$ cat src/rtl/rclc_pkg.sv
package rclc_pkg;

	localparam int TIMER_WIDTH_DEF = 16;

	// configuration register widths and indexes
	localparam int CFG_IDX_W  = 3;
	localparam int CFG_DATA_W = 16;
	localparam int THR_W      = 12;
	localparam int MS_W       = 16;
	localparam int BAR_W      = 8;
	localparam int COUNT_W    = 8;

	localparam logic [CFG_IDX_W-1:0] CFG_CENTER_THRESHOLD = 3'd0;
	localparam logic [CFG_IDX_W-1:0] CFG_CLICK_TIMEOUT    = 3'd1;
	localparam logic [CFG_IDX_W-1:0] CFG_FLASH_PERIOD     = 3'd2;
	localparam logic [CFG_IDX_W-1:0] CFG_STARTUP_QUIET    = 3'd3;
	localparam logic [CFG_IDX_W-1:0] CFG_BAR_COUNT        = 3'd4;
	localparam logic [CFG_IDX_W-1:0] CFG_INIT_DIRECTION   = 3'd5;
	localparam logic [CFG_IDX_W-1:0] CFG_INIT_STRING      = 3'd6;
	localparam logic [CFG_IDX_W-1:0] CFG_INIT_BAR         = 3'd7;

	localparam logic [THR_W-1:0] CENTER_THRESHOLD_RST = 12'd1500;
	localparam logic [MS_W-1:0]  CLICK_TIMEOUT_RST    = 16'd750;
	localparam logic [MS_W-1:0]  FLASH_PERIOD_RST     = 16'd500;
	localparam logic [MS_W-1:0]  STARTUP_QUIET_RST    = 16'd2000;
	localparam logic [BAR_W-1:0] BAR_COUNT_RST        = 8'd4 << 1;

	// item opcodes
	localparam logic OP_PULSE = 1'b0;
	localparam logic OP_TICK  = 1'b1;

	// system modes
	localparam logic [1:0] SYS_NORMAL = 2'd0;
	localparam logic [1:0] SYS_SELECT = 2'd1;

	// mode requests
	localparam logic [1:0] MREQ_NONE   = 2'd0;
	localparam logic [1:0] MREQ_NORMAL = 2'd1;
	localparam logic [1:0] MREQ_SELECT = 2'd2;
	localparam logic [1:0] MREQ_CALIB  = 2'd3;

	// click commands
	localparam logic [COUNT_W-1:0] CLK_STEP    = 8'd1;
	localparam logic [COUNT_W-1:0] CLK_BEAM    = 8'd2;
	localparam logic [COUNT_W-1:0] CLK_FLASH   = 8'd3;
	localparam logic [COUNT_W-1:0] CLK_SELECT  = 8'd4;
	localparam logic [COUNT_W-1:0] CLK_CALIB   = 8'd6;
	localparam logic [COUNT_W-1:0] CLK_STRING  = 8'd7;
	localparam logic [COUNT_W-1:0] CLK_REVERSE = 8'd9;

	// light cycle steps
	localparam logic [1:0] STEP_OFF  = 2'd0;
	localparam logic [1:0] STEP_LOW  = 2'd2;
	localparam logic [1:0] STEP_RUN  = 2'd3;

	// light vector bit positions
	localparam int L_CHASSIS = 0;
	localparam int L_TAIL    = 1;
	localparam int L_HLOW    = 2;
	localparam int L_HHIGH   = 3;
	localparam int L_STRING  = 4;
	localparam int LIGHTS_W  = 5;

	typedef logic [LIGHTS_W-1:0] lights_t;

endpackage

$ cat src/rtl/rc_click_light_controller.sv
// An accepted input beat passes through the input register, then the result
// register, to its result beat.
// Throughput: one item per cycle while out_ready does not stall the result;
// the state update is a single pass of short logic between the input register and the result register.
// Reset (arst_n low, asynchronous): configuration returns to its defaults,
// timers and click count clear, lights go off, presets load from defaults.
module rc_click_light_controller #(
	parameter int TIMER_WIDTH = rclc_pkg::TIMER_WIDTH_DEF
) (
	input  logic                           clk,
	input  logic                           arst_n,
	input  logic                           cfg_we,
	input  logic [rclc_pkg::CFG_IDX_W-1:0] cfg_index,
	input  logic [rclc_pkg::CFG_DATA_W-1:0] cfg_data,
	input  logic                           in_valid,
	output logic                           in_ready,
	input  logic                           opcode,
	input  logic [11:0]                    pulse_width,
	input  logic [1:0]                     system_mode,
	output logic                           out_valid,
	input  logic                           out_ready,
	output logic                           chassis_on,
	output logic                           tail_on,
	output logic                           head_low_on,
	output logic                           head_high_on,
	output logic                           string_on,
	output logic [1:0]                     mode_request,
	output logic [7:0]                     bar_index,
	output logic                           direction_reverse,
	output logic                           save_request,
	output logic                           restart_request,
	output logic [7:0]                     clicks_decoded
);
	import rclc_pkg::*;

	localparam int CMP_W = (TIMER_WIDTH > MS_W) ? TIMER_WIDTH : MS_W;

	// configuration
	logic [THR_W-1:0] thr_q;
	logic [MS_W-1:0]  timeout_q, period_q, startup_q;
	logic [BAR_W-1:0] bar_count_q;

	// state
	logic [TIMER_WIDTH-1:0] up_q, quiet_q, fe_q;
	logic                   last_q;
	logic [COUNT_W-1:0]     cc_q;
	logic [1:0]             step_q;
	logic                   beam_q, flashing_q, phase_q;
	lights_t                lights_q;
	logic [BAR_W-1:0]       sel_q;
	logic                   rev_q, str_q;

	// input register
	logic             valid_s1;
	logic             op_s1;
	logic [THR_W-1:0] pw_s1;
	logic [1:0]       sys_s1;

	logic advance;

	// next state
	logic [TIMER_WIDTH-1:0] up_n, quiet_n, fe_n;
	logic                   last_n, lvl;
	logic [COUNT_W-1:0]     cc_n, decoded;
	logic [1:0]             step_n;
	logic                   beam_n, flashing_n, phase_n;
	lights_t                lights_n;
	logic [BAR_W-1:0]       sel_n, bar_inc;
	logic                   rev_n, str_n;
	logic [1:0]             mreq;
	logic                   save, restart;

	assign advance  = valid_s1 && (!out_valid || out_ready);
	assign in_ready = !valid_s1 || advance;

	always_comb begin
		up_n       = up_q;
		quiet_n    = quiet_q;
		fe_n       = fe_q;
		last_n     = last_q;
		cc_n       = cc_q;
		step_n     = step_q;
		beam_n     = beam_q;
		flashing_n = flashing_q;
		phase_n    = phase_q;
		lights_n   = lights_q;
		sel_n      = sel_q;
		rev_n      = rev_q;
		str_n      = str_q;
		mreq       = MREQ_NONE;
		save       = 1'b0;
		restart    = 1'b0;
		decoded    = '0;
		lvl        = (pw_s1 >= thr_q);
		bar_inc    = sel_q + 8'd1;
		if (op_s1 == OP_PULSE) begin
			if (lvl != last_q) begin
				quiet_n = '0;
				if (cc_q != '1)
					cc_n = cc_q + 8'd1;
			end
			last_n = lvl;
		end else begin
			up_n    = (up_q == '1) ? up_q : up_q + 1'b1;
			quiet_n = (quiet_q == '1) ? quiet_q : quiet_q + 1'b1;
			fe_n    = (fe_q == '1) ? fe_q : fe_q + 1'b1;
			if (CMP_W'(up_n) <= CMP_W'(startup_q))
				cc_n = '0;
			if (CMP_W'(quiet_n) >= CMP_W'(timeout_q) && cc_n != '0) begin
				decoded = cc_n;
				case (cc_n)
					CLK_STEP: begin
						if (sys_s1 == SYS_SELECT) begin
							sel_n = (bar_inc >= bar_count_q) ? '0 : bar_inc;
						end else begin
							step_n = step_q + 2'd1;
							lights_n[L_CHASSIS] = (step_n != STEP_OFF);
							lights_n[L_TAIL]    = (step_n != STEP_OFF);
							if (step_n == STEP_LOW)
								lights_n[L_HLOW] = 1'b1;
							else if (step_n == STEP_RUN)
								lights_n[L_HLOW] = 1'b0;
						end
					end
					CLK_BEAM: begin
						beam_n = !beam_q;
						lights_n[L_HHIGH] = beam_n;
						lights_n[L_HLOW]  = beam_n || (step_q == STEP_LOW);
					end
					CLK_FLASH: begin
						if (flashing_q)
							lights_n[L_CHASSIS] = (step_q != STEP_OFF);
						flashing_n = !flashing_q;
					end
					CLK_SELECT: begin
						if (sys_s1 == SYS_NORMAL) begin
							mreq = MREQ_SELECT;
						end else if (sys_s1 == SYS_SELECT) begin
							mreq = MREQ_NORMAL;
							save = 1'b1;
						end
					end
					CLK_CALIB: begin
						if (sys_s1 == SYS_NORMAL)
							mreq = MREQ_CALIB;
					end
					CLK_STRING: begin
						str_n = !str_q;
						save  = 1'b1;
						lights_n[L_STRING] = str_n;
					end
					CLK_REVERSE: begin
						rev_n   = !rev_q;
						save    = 1'b1;
						restart = 1'b1;
					end
					default: begin
					end
				endcase
				cc_n = '0;
			end
			// chassis toggles at the flash period
			if (flashing_n && CMP_W'(fe_n) >= CMP_W'(period_q)) begin
				lights_n[L_CHASSIS] = phase_q;
				phase_n = !phase_q;
				fe_n    = '0;
			end
		end
	end

	always_ff @(posedge clk or negedge arst_n) begin
		if (!arst_n) begin
			thr_q       <= CENTER_THRESHOLD_RST;
			timeout_q   <= CLICK_TIMEOUT_RST;
			period_q    <= FLASH_PERIOD_RST;
			startup_q   <= STARTUP_QUIET_RST;
			bar_count_q <= BAR_COUNT_RST;
			up_q        <= '0;
			quiet_q     <= '0;
			fe_q        <= '0;
			last_q      <= 1'b1;
			cc_q        <= '0;
			step_q      <= STEP_OFF;
			beam_q      <= 1'b0;
			flashing_q  <= 1'b0;
			phase_q     <= 1'b0;
			lights_q    <= '0;
			sel_q       <= '0;
			rev_q       <= 1'b0;
			str_q       <= 1'b0;
			valid_s1    <= 1'b0;
			out_valid   <= 1'b0;
		end else begin
			if (in_ready)
				valid_s1 <= in_valid;
			if (!out_valid || out_ready)
				out_valid <= valid_s1;
			if (advance) begin
				up_q       <= up_n;
				quiet_q    <= quiet_n;
				fe_q       <= fe_n;
				last_q     <= last_n;
				cc_q       <= cc_n;
				step_q     <= step_n;
				beam_q     <= beam_n;
				flashing_q <= flashing_n;
				phase_q    <= phase_n;
				lights_q   <= lights_n;
				sel_q      <= sel_n;
				rev_q      <= rev_n;
				str_q      <= str_n;
			end
			// presets also load their live state at once
			if (cfg_we) begin
				case (cfg_index)
					CFG_CENTER_THRESHOLD: thr_q <= cfg_data[THR_W-1:0];
					CFG_CLICK_TIMEOUT:    timeout_q <= cfg_data[MS_W-1:0];
					CFG_FLASH_PERIOD:     period_q <= cfg_data[MS_W-1:0];
					CFG_STARTUP_QUIET:    startup_q <= cfg_data[MS_W-1:0];
					CFG_BAR_COUNT:        bar_count_q <= cfg_data[BAR_W-1:0];
					CFG_INIT_DIRECTION:   rev_q <= cfg_data[0];
					CFG_INIT_STRING:      str_q <= cfg_data[0];
					CFG_INIT_BAR:         sel_q <= cfg_data[BAR_W-1:0];
					default: begin
					end
				endcase
			end
		end
	end

	// input payload and result payload
	always_ff @(posedge clk) begin
		if (in_ready && in_valid) begin
			op_s1  <= opcode;
			pw_s1  <= pulse_width;
			sys_s1 <= system_mode;
		end
		if (advance) begin
			chassis_on        <= lights_n[L_CHASSIS];
			tail_on           <= lights_n[L_TAIL];
			head_low_on       <= lights_n[L_HLOW];
			head_high_on      <= lights_n[L_HHIGH];
			string_on         <= lights_n[L_STRING];
			mode_request      <= mreq;
			bar_index         <= sel_n;
			direction_reverse <= rev_n;
			save_request      <= save;
			restart_request   <= restart;
			clicks_decoded    <= decoded;
		end
	end

	a_restart_saves: assert property (@(posedge clk) disable iff (!arst_n)
		out_valid && restart_request |-> save_request && clicks_decoded == CLK_REVERSE)
		else $error("restart request without save on reverse command");

	a_mode_req_cmd: assert property (@(posedge clk) disable iff (!arst_n)
		out_valid && mode_request != MREQ_NONE |->
			clicks_decoded == CLK_SELECT || clicks_decoded == CLK_CALIB)
		else $error("mode request without a matching click command");

	a_stall_cause: assert property (@(posedge clk) disable iff (!arst_n)
		!in_ready |-> valid_s1 && out_valid && !out_ready)
		else $error("input stalled while the result side is free");

	a_pulse_no_decode: assert property (@(posedge clk) disable iff (!arst_n)
		advance && op_s1 == OP_PULSE |=> clicks_decoded == '0)
		else $error("clicks decoded on a pulse beat");

	a_step_off_dark: assert property (@(posedge clk) disable iff (!arst_n)
		advance && !flashing_n && step_n == STEP_OFF |=> !chassis_on && !tail_on)
		else $error("chassis or tail lit with the light cycle off");

endmodule

$ cat config.mk
export PLATFORM = sky130hd
export DESIGN_NAME = rc_click_light_controller
export DESIGN_NICKNAME = d
export VERILOG_FILES = /design/src/rtl/rclc_pkg.sv /design/src/rtl/rc_click_light_controller.sv
export SDC_FILE = /design/constraint.sdc
export NUM_CORES = 1
export LEC_CHECK = 0
export BUFFER_PORTS_ARGS = -buffer_cell sky130_fd_sc_hd__buf_2
export CAP_MARGIN = 20
export CORE_ASPECT_RATIO = 0.5
export CORE_UTILIZATION = 55
export DETAILED_ROUTE_END_ITERATION = 12
export GPL_ROUTABILITY_DRIVEN = 0
export PLACE_DENSITY_LB_ADDON = 0.12
export SLEW_MARGIN = 20
export SYNTH_ARGS = -nofsm -noshare
export SYNTH_HDL_FRONTEND = slang
export SYNTH_SLANG_ARGS = --single-unit
$ cat constraint.sdc
create_clock -name clk -period 5.7 [get_ports clk]
set_input_delay 0.285 -clock clk [delete_from_list [all_inputs] [get_ports clk]]
set_output_delay 0.285 -clock clk [all_outputs]
set_load 0.01 [all_outputs]
==> results of run 1 <==
==> worst min-delay path by stage <==
stage / start / to / depth (start not counted)
5_1_grt: pulse_width[2] / pw_s1[2]$_DFFE_PP_ / 1
6_report: pulse_width[2] / pw_s1[2]$_DFFE_PP_ / 1
3_3_place_gp: arst_n / fe_q[8]$_DFFE_PN0P_ / 1
4_1_cts: opcode / op_s1$_DFFE_PP_ / 1
3_5_place_dp: arst_n / fe_q[8]$_DFFE_PN0P_ / 1
2_1_floorplan: arst_n / bar_count_q[0]$_DFFE_PN0P_ / 0
==> power by group <==
part | switching [mW] | internal [mW] | total [mW] | leakage, nW
Combinational | 0.599 | 0.433 | 1.03 | 2.82
Clock | 0.527 | 0.701 | 1.23 | 0.283
Sequential | 0.201 | 1.62 | 1.82 | 2.17
==> registers in the layout, indices dropped and copies added (netlist names), 2 cells and up <==
signal,cells
startup_q,16
thr_q,12
up_q,16
mode_request,2
step_q,2
sel_q,8
sys_s1,2
cc_q,8
timeout_q,16
bar_index,8
fe_q,16
bar_count_q,8
lights_q,5
period_q,16
pw_s1,12
clicks_decoded,8
quiet_q,16
==> cell usage in the layout (no fill, tap or decap), types with 30 or more instances in the layout <==
| master | n |
|---|---|
| buf_2 | 65 |
| dfrtp_1 | 119 |
| inv_1 | 86 |
| xnor2_1 | 30 |
| nor2_1 | 55 |
| mux2_2 | 32 |
| o21ai_0 | 108 |
| nand2_1 | 147 |
| edfxtp_1 | 41 |
| ha_1 | 76 |
| nand3_1 | 36 |
==> routing by layer <==
metal,vias to the layer above,GRT usage
met5,-,0
met2,229,0.418
met4,0,0.0575
met1,3994,0.387
li1,3982,-
met3,22,0.0468
==> cell families after synthesis <==
logic type | Yosys count | share of synthesized area
AO/OA/AOI/OAI | 223 | 0.129
flip-flops | 188 | 0.461
AND/OR/NAND/NOR | 383 | 0.181
XOR/XNOR | 54 | 0.0441
multiplexers | 51 | 0.0513
buffers and inverters | 127 | 0.0458
adder cells (fa/ha/maj) | 76 | 0.0886
==> timing repair <==
item / in CTS / in global routing
hold buffers: 1 / 1
buffers inserted: 0 / 0
hold endpoints to repair: 57 / 1
setup endpoints to repair: 0 / 0
==> area by class of cell <==
class,instances,share of cell area
multi-input cells,787,0.445
well taps,259,0.0272
inverters,86,0.0271
clock inverters,8,0.00913
repair buffers,77,0.0356
clock buffers,24,0.0413
flip-flops and latches,188,0.415
==> stage by stage <==
stage          cell area [um2]  power, mW
2_1_floorplan            10700       2.53
3_3_place_gp             11300       2.79
3_5_place_dp             11300       2.85
4_1_cts                  11900       4.08
5_1_grt                  11900       4.31
6_report                 11900       4.08
==> out/results.txt, run 1 <==
Most common flop cell mapped by yosys: dfrtp_1
Die area: 20100 um2
Top routing layer in use: met4
Detailed placement HPWL: 17900 um
Cells after Synth: 1102
Utilization after layout: 0.636
EDFF count, synth: 41
Setup slack at placement: 0.732 ns
Netlist Area Pre-Place: 10700 um2
Sequential element share of the synthesized area: 0.461
H-tree depth: 4
Routed vias/inst: 5.76
Worst-path cell chain: ha_1, nand4_1, nor4_1, nand2b_1, and2_1, nand3_1, xnor2_1, ha_1, a2111oi_0, nor3_1, a211oi_1, nor4_1, a31o_2, a21oi_1, buf_4, nor2_1, a221o_1
RSZ-0062 raised after global routing: no
All-Layer GR Usage: 0.266
Metal1 wirelength: 12300 um
Ant diodes: 0
Peak fanout along the critical path: 20
Syn Area/Cell: 9.74 um2
Endpoints failing hold: 0
Library cells used by synthesis: 67
CP Class: register to register
Final setup vio count: 0
Worst Path Buf+Inv: 1
WL met3: 1430 um
Port-buffer cells: 66
Layout cell share with drive strength beyond 1: 0.169
# DRC: 0
Grt total ovfl: 0
Nets@finish: 1272
Area of the multi-input gates: 5310 um2
Routed via count: 8227
Setup TNS: 0 ns
Status: completed
Setup crit end: fe_q[4]$_DFFE_PN0P_
Clock Skew: 0.0144 ns
Met2 wire len: 11000 um
Launch point of the worst path: quiet_q[0]$_DFFE_PN0P_
Vias in the first global route: 7879
FF-to-FF End: fe_q[4]$_DFFE_PN0P_
DP Cell Count: 1395
Initial antenna violation count: 0
FF-to-FF Start: quiet_q[0]$_DFFE_PN0P_
Fin crit period: 5.08 ns
Pwr dens: 342 nW/um2
Worst-case reg-to-reg path depth: 17
Die X: 200 um
Sequential cell area: 4940 um2
Syn nets: 1217
# clock sinks: 188
Reg clk slew, reported paths: 0.07 ns
First DRT Iteration DRCs: 496
Largest net degree at the start of global routing: 78
Peak supply drop: 0.236 mV
Hold slack: 0.0197 ns
Fin crit share: 0.891
Synth cell count leaders: nand2_1, dfrtp_1, o21ai_0
First-pass GRT wire length: 41000 um
Syn. warnings: 0
Yosys top cell area share: 0.278
WP data arrival: 5.40 ns
Relative slew slack: 0.380
Starting density of the core: 0.572
Synthesis-to-layout area growth: 11.2%
Max-Cap Viols: 0
Leakage: 5.27 nW
Yosys reg bits: 188
Vert. Die Dim: 101 um
Async SR Flop Fraction: 0.782
HP Class: primary input to register
CTS tree: built
Non-filler cells, final: 1429
Post-DRT Antenna Nets: 0
WP data required: 6.02 ns
Routed length per instance: 17.5 um
Worst Tran Pin Value: 0.930 ns
Worst-case clock buffer depth: 2
Startpoint Class: register
CP max stage delay: 0.72 ns
CORE AREA: 18700 um2
FMAX: 197 MHz
I/O pin count: 67
# fillers: 1511
Setup WS post-layout: 0.618 ns
Final Routed Wirelength: 25000 um
Final Slew Violations: 0
Total CTS buffers: 17
Setup crit end kind: register
Critical Path Stages: 17
Count leader, synth: nand2_1
Leading area contributor after synthesis: dfrtp_1
CP max stage cell: a211oi_1
Num rows: 35
Root buffer cell: clkbuf_16
CP top delay family: compound AO/OA/AOI/OAI gates
Post-CTS sizing: 0
Synth area leaders: dfrtp_1, edfxtp_1, ha_1
Skew-Pair Late Insertion Delay: 0.44 ns
DRT Pass-1 Iters: 5
Flop2flop setup slack: 0.62 ns
(Power assumes the default switching activity.)
==> inputs of run 2 (changes only) <==
--- a/config.mk
+++ b/config.mk
@@ -12,6 +12,7 @@
 export DETAILED_ROUTE_END_ITERATION = 12
 export GPL_ROUTABILITY_DRIVEN = 0
 export PLACE_DENSITY_LB_ADDON = 0.12
+export RECOVER_POWER = 25
 export SLEW_MARGIN = 20
 export SYNTH_ARGS = -nofsm -noshare
 export SYNTH_HDL_FRONTEND = slang
==> out/results.txt, run 2 (same netlist as run 1, synthesis figures left out) <==
Met2 Use GR: 0.418
Startpoint Class: register
Relative slew slack: -1.72
CTS tree: built
Fin crit share: 0.896
First DRT Iteration DRCs: 555
All-Layer GR Usage: 0.266
Hold Startpoint: pulse_width[2]
# fillers: 1517
WP data required: 6.02 ns
Routed vias/inst: 5.76
Grt met3 use: 0.0468
Post-CTS sizing: 0
HP Class: primary input to register
Worst-case reg-to-reg path depth: 17
Worst Path Buf+Inv: 1
Flop2flop setup slack: 0.59 ns
CP top delay family: compound AO/OA/AOI/OAI gates
Hold Crit Depth: 1
Ant diodes: 0
Non-filler cells, final: 1429
First-pass GRT wire length: 41000 um
Root buffer cell: clkbuf_16
Total CTS buffers: 17
Launch point of the worst path: quiet_q[0]$_DFFE_PN0P_
Routed via count: 8224
Clock power share: 0.301
Worst Tran Pin Value: 4.08 ns
Port-buffer cells: 66
Worst-case clock buffer depth: 2
Peak supply drop: 0.237 mV
Critical Path Stages: 17
# DRC: 0
CP max stage cell: a211oi_1
Leakage: 5.25 nW
RSZ-0062 raised after global routing: no
CP max stage delay: 0.73 ns
Die X: 200 um
Synthesis-to-layout area growth: 10.9%
Post-DRT Antenna Nets: 0
Initial antenna violation count: 0
Setup WS post-layout: 0.592 ns
Most frequent cells in the layout: nand2_1, dfrtp_1, o21ai_0
PnR Total Power: 4.07 mW
H-tree depth: 4
Vias in the first global route: 7879
Detailed placement HPWL: 17900 um
Routed length per instance: 17.5 um
Sw frac: 0.325
Violated checks: max-capacitance violations, max-slew violations
Final Routed Wirelength: 24900 um
CORE AREA: 18700 um2
Hold slack: 0.0187 ns
# clock sinks: 188
Gate power share: 0.253
Endpoints failing hold: 0
Nets@finish: 1272
Grt total ovfl: 0
Most common cell after layout, fill and taps aside: nand2_1
Die area: 20100 um2
Max-Cap Viols: 1
Met1 Use GR: 0.387
Final Slew Violations: 78
I/O pin count: 67
WP data arrival: 5.43 ns
Final setup vio count: 0
Pwr dens: 342 nW/um2
Vert. Die Dim: 101 um
NetSw: 1.32 mW
Setup TNS: 0 ns
DP Cell Count: 1395
Setup slack at placement: 0.732 ns
Setup crit end kind: register
Peak fanout along the critical path: 20
FMAX: 196 MHz
Worst-path cell chain: ha_1, nand4_1, nor4_1, nand2b_1, and2_1, nand3_1, xnor2_1, ha_1, a2111oi_0, nor3_1, a211oi_1, nor4_1, a31o_2, a21oi_1, buf_4, nor2_1, a221o_1
Sequential share of power: 0.446
FF-to-FF Start: quiet_q[0]$_DFFE_PN0P_
Starting density of the core: 0.572
Layout cell share with drive strength beyond 1: 0.163
Int Power: 2.75 mW
CP Class: register to register
Fin crit period: 5.11 ns
Skew-Pair Late Insertion Delay: 0.44 ns
GRT busiest layer: met2
Largest net degree at the start of global routing: 78
Num rows: 35
Status: finished with violations
Clock Skew: 0.0161 ns
DRT Pass-1 Iters: 5
Reg clk slew, reported paths: 0.07 ns
## run 2: what timing repair did
action,in CTS,in global routing
hold buffers,1,1
buffers inserted,0,0
endpoints found under the hold margin,57,1
setup endpoints to repair,0,0
## run 2: per-stage QoR
stage / cell area (um2) / utilization
6_report: 11900 / 0.635
5_1_grt: 11900 / 0.635
4_1_cts: 11900 / 0.636
3_5_place_dp: 11300 / 0.603
3_3_place_gp: 11300 / 0.603
2_1_floorplan: 10700 / -
## run 2: layout make-up
type / instances / area [um2] / share of cell area
inverter: 86 / 323 / 0.0271
clock buffer: 24 / 493 / 0.0414
sequential: 188 / 4940 / 0.415
multi-input combinational: 787 / 5310 / 0.446
timing repair buffer: 77 / 403 / 0.0338
tap: 259 / 324 / 0.0272
clock inverter: 8 / 109 / 0.00915
## run 2: worst register-to-register path, cell delays in order (launching register included)
cell and delay, ns:
dfrtp_1 0.42, ha_1 0.24, nand4_1 0.10, nor4_1 0.40
nand2b_1 0.30, and2_1 0.32, nand3_1 0.17, xnor2_1 0.13
ha_1 0.27, a2111oi_0 0.46, nor3_1 0.08, a211oi_1 0.73
nor4_1 0.14, a31o_2 0.28, a21oi_1 0.12, buf_4 0.29
nor2_1 0.21, a221o_1 0.33
## run 2: worst paths after layout
path                                                end
worst min-delay path                 pw_s1[2]$_DFFE_PP_
worst min register to register    out_valid$_DFFE_PN0P_
worst max register to register      fe_q[4]$_DFFE_PN0P_
max in group asynchronous       lights_q[3]$_DFFE_PN0P_
min in group asynchronous           fe_q[8]$_DFFE_PN0P_
worst max-delay path                fe_q[4]$_DFFE_PN0P_
## run 2: power groups by stage
stage | Combinational, mW | Clock, mW | Sequential, mW
4_1_cts | 1.03 | 1.25 | 1.81
3_3_place_gp | 0.972 | 0 | 1.82
3_5_place_dp | 1.01 | 0 | 1.83
2_1_floorplan | 0.771 | 0 | 1.75
5_1_grt | 1.17 | 1.29 | 1.84
6_report | 1.03 | 1.23 | 1.82
## run 2: per-layer routing
layer  routed length (um)  vias to the layer above
met5                    0                        -
met4                  253                        0
met3                 1320                       21
met2                10900                      228
met1                12400                     3989
li1                     -                     3986
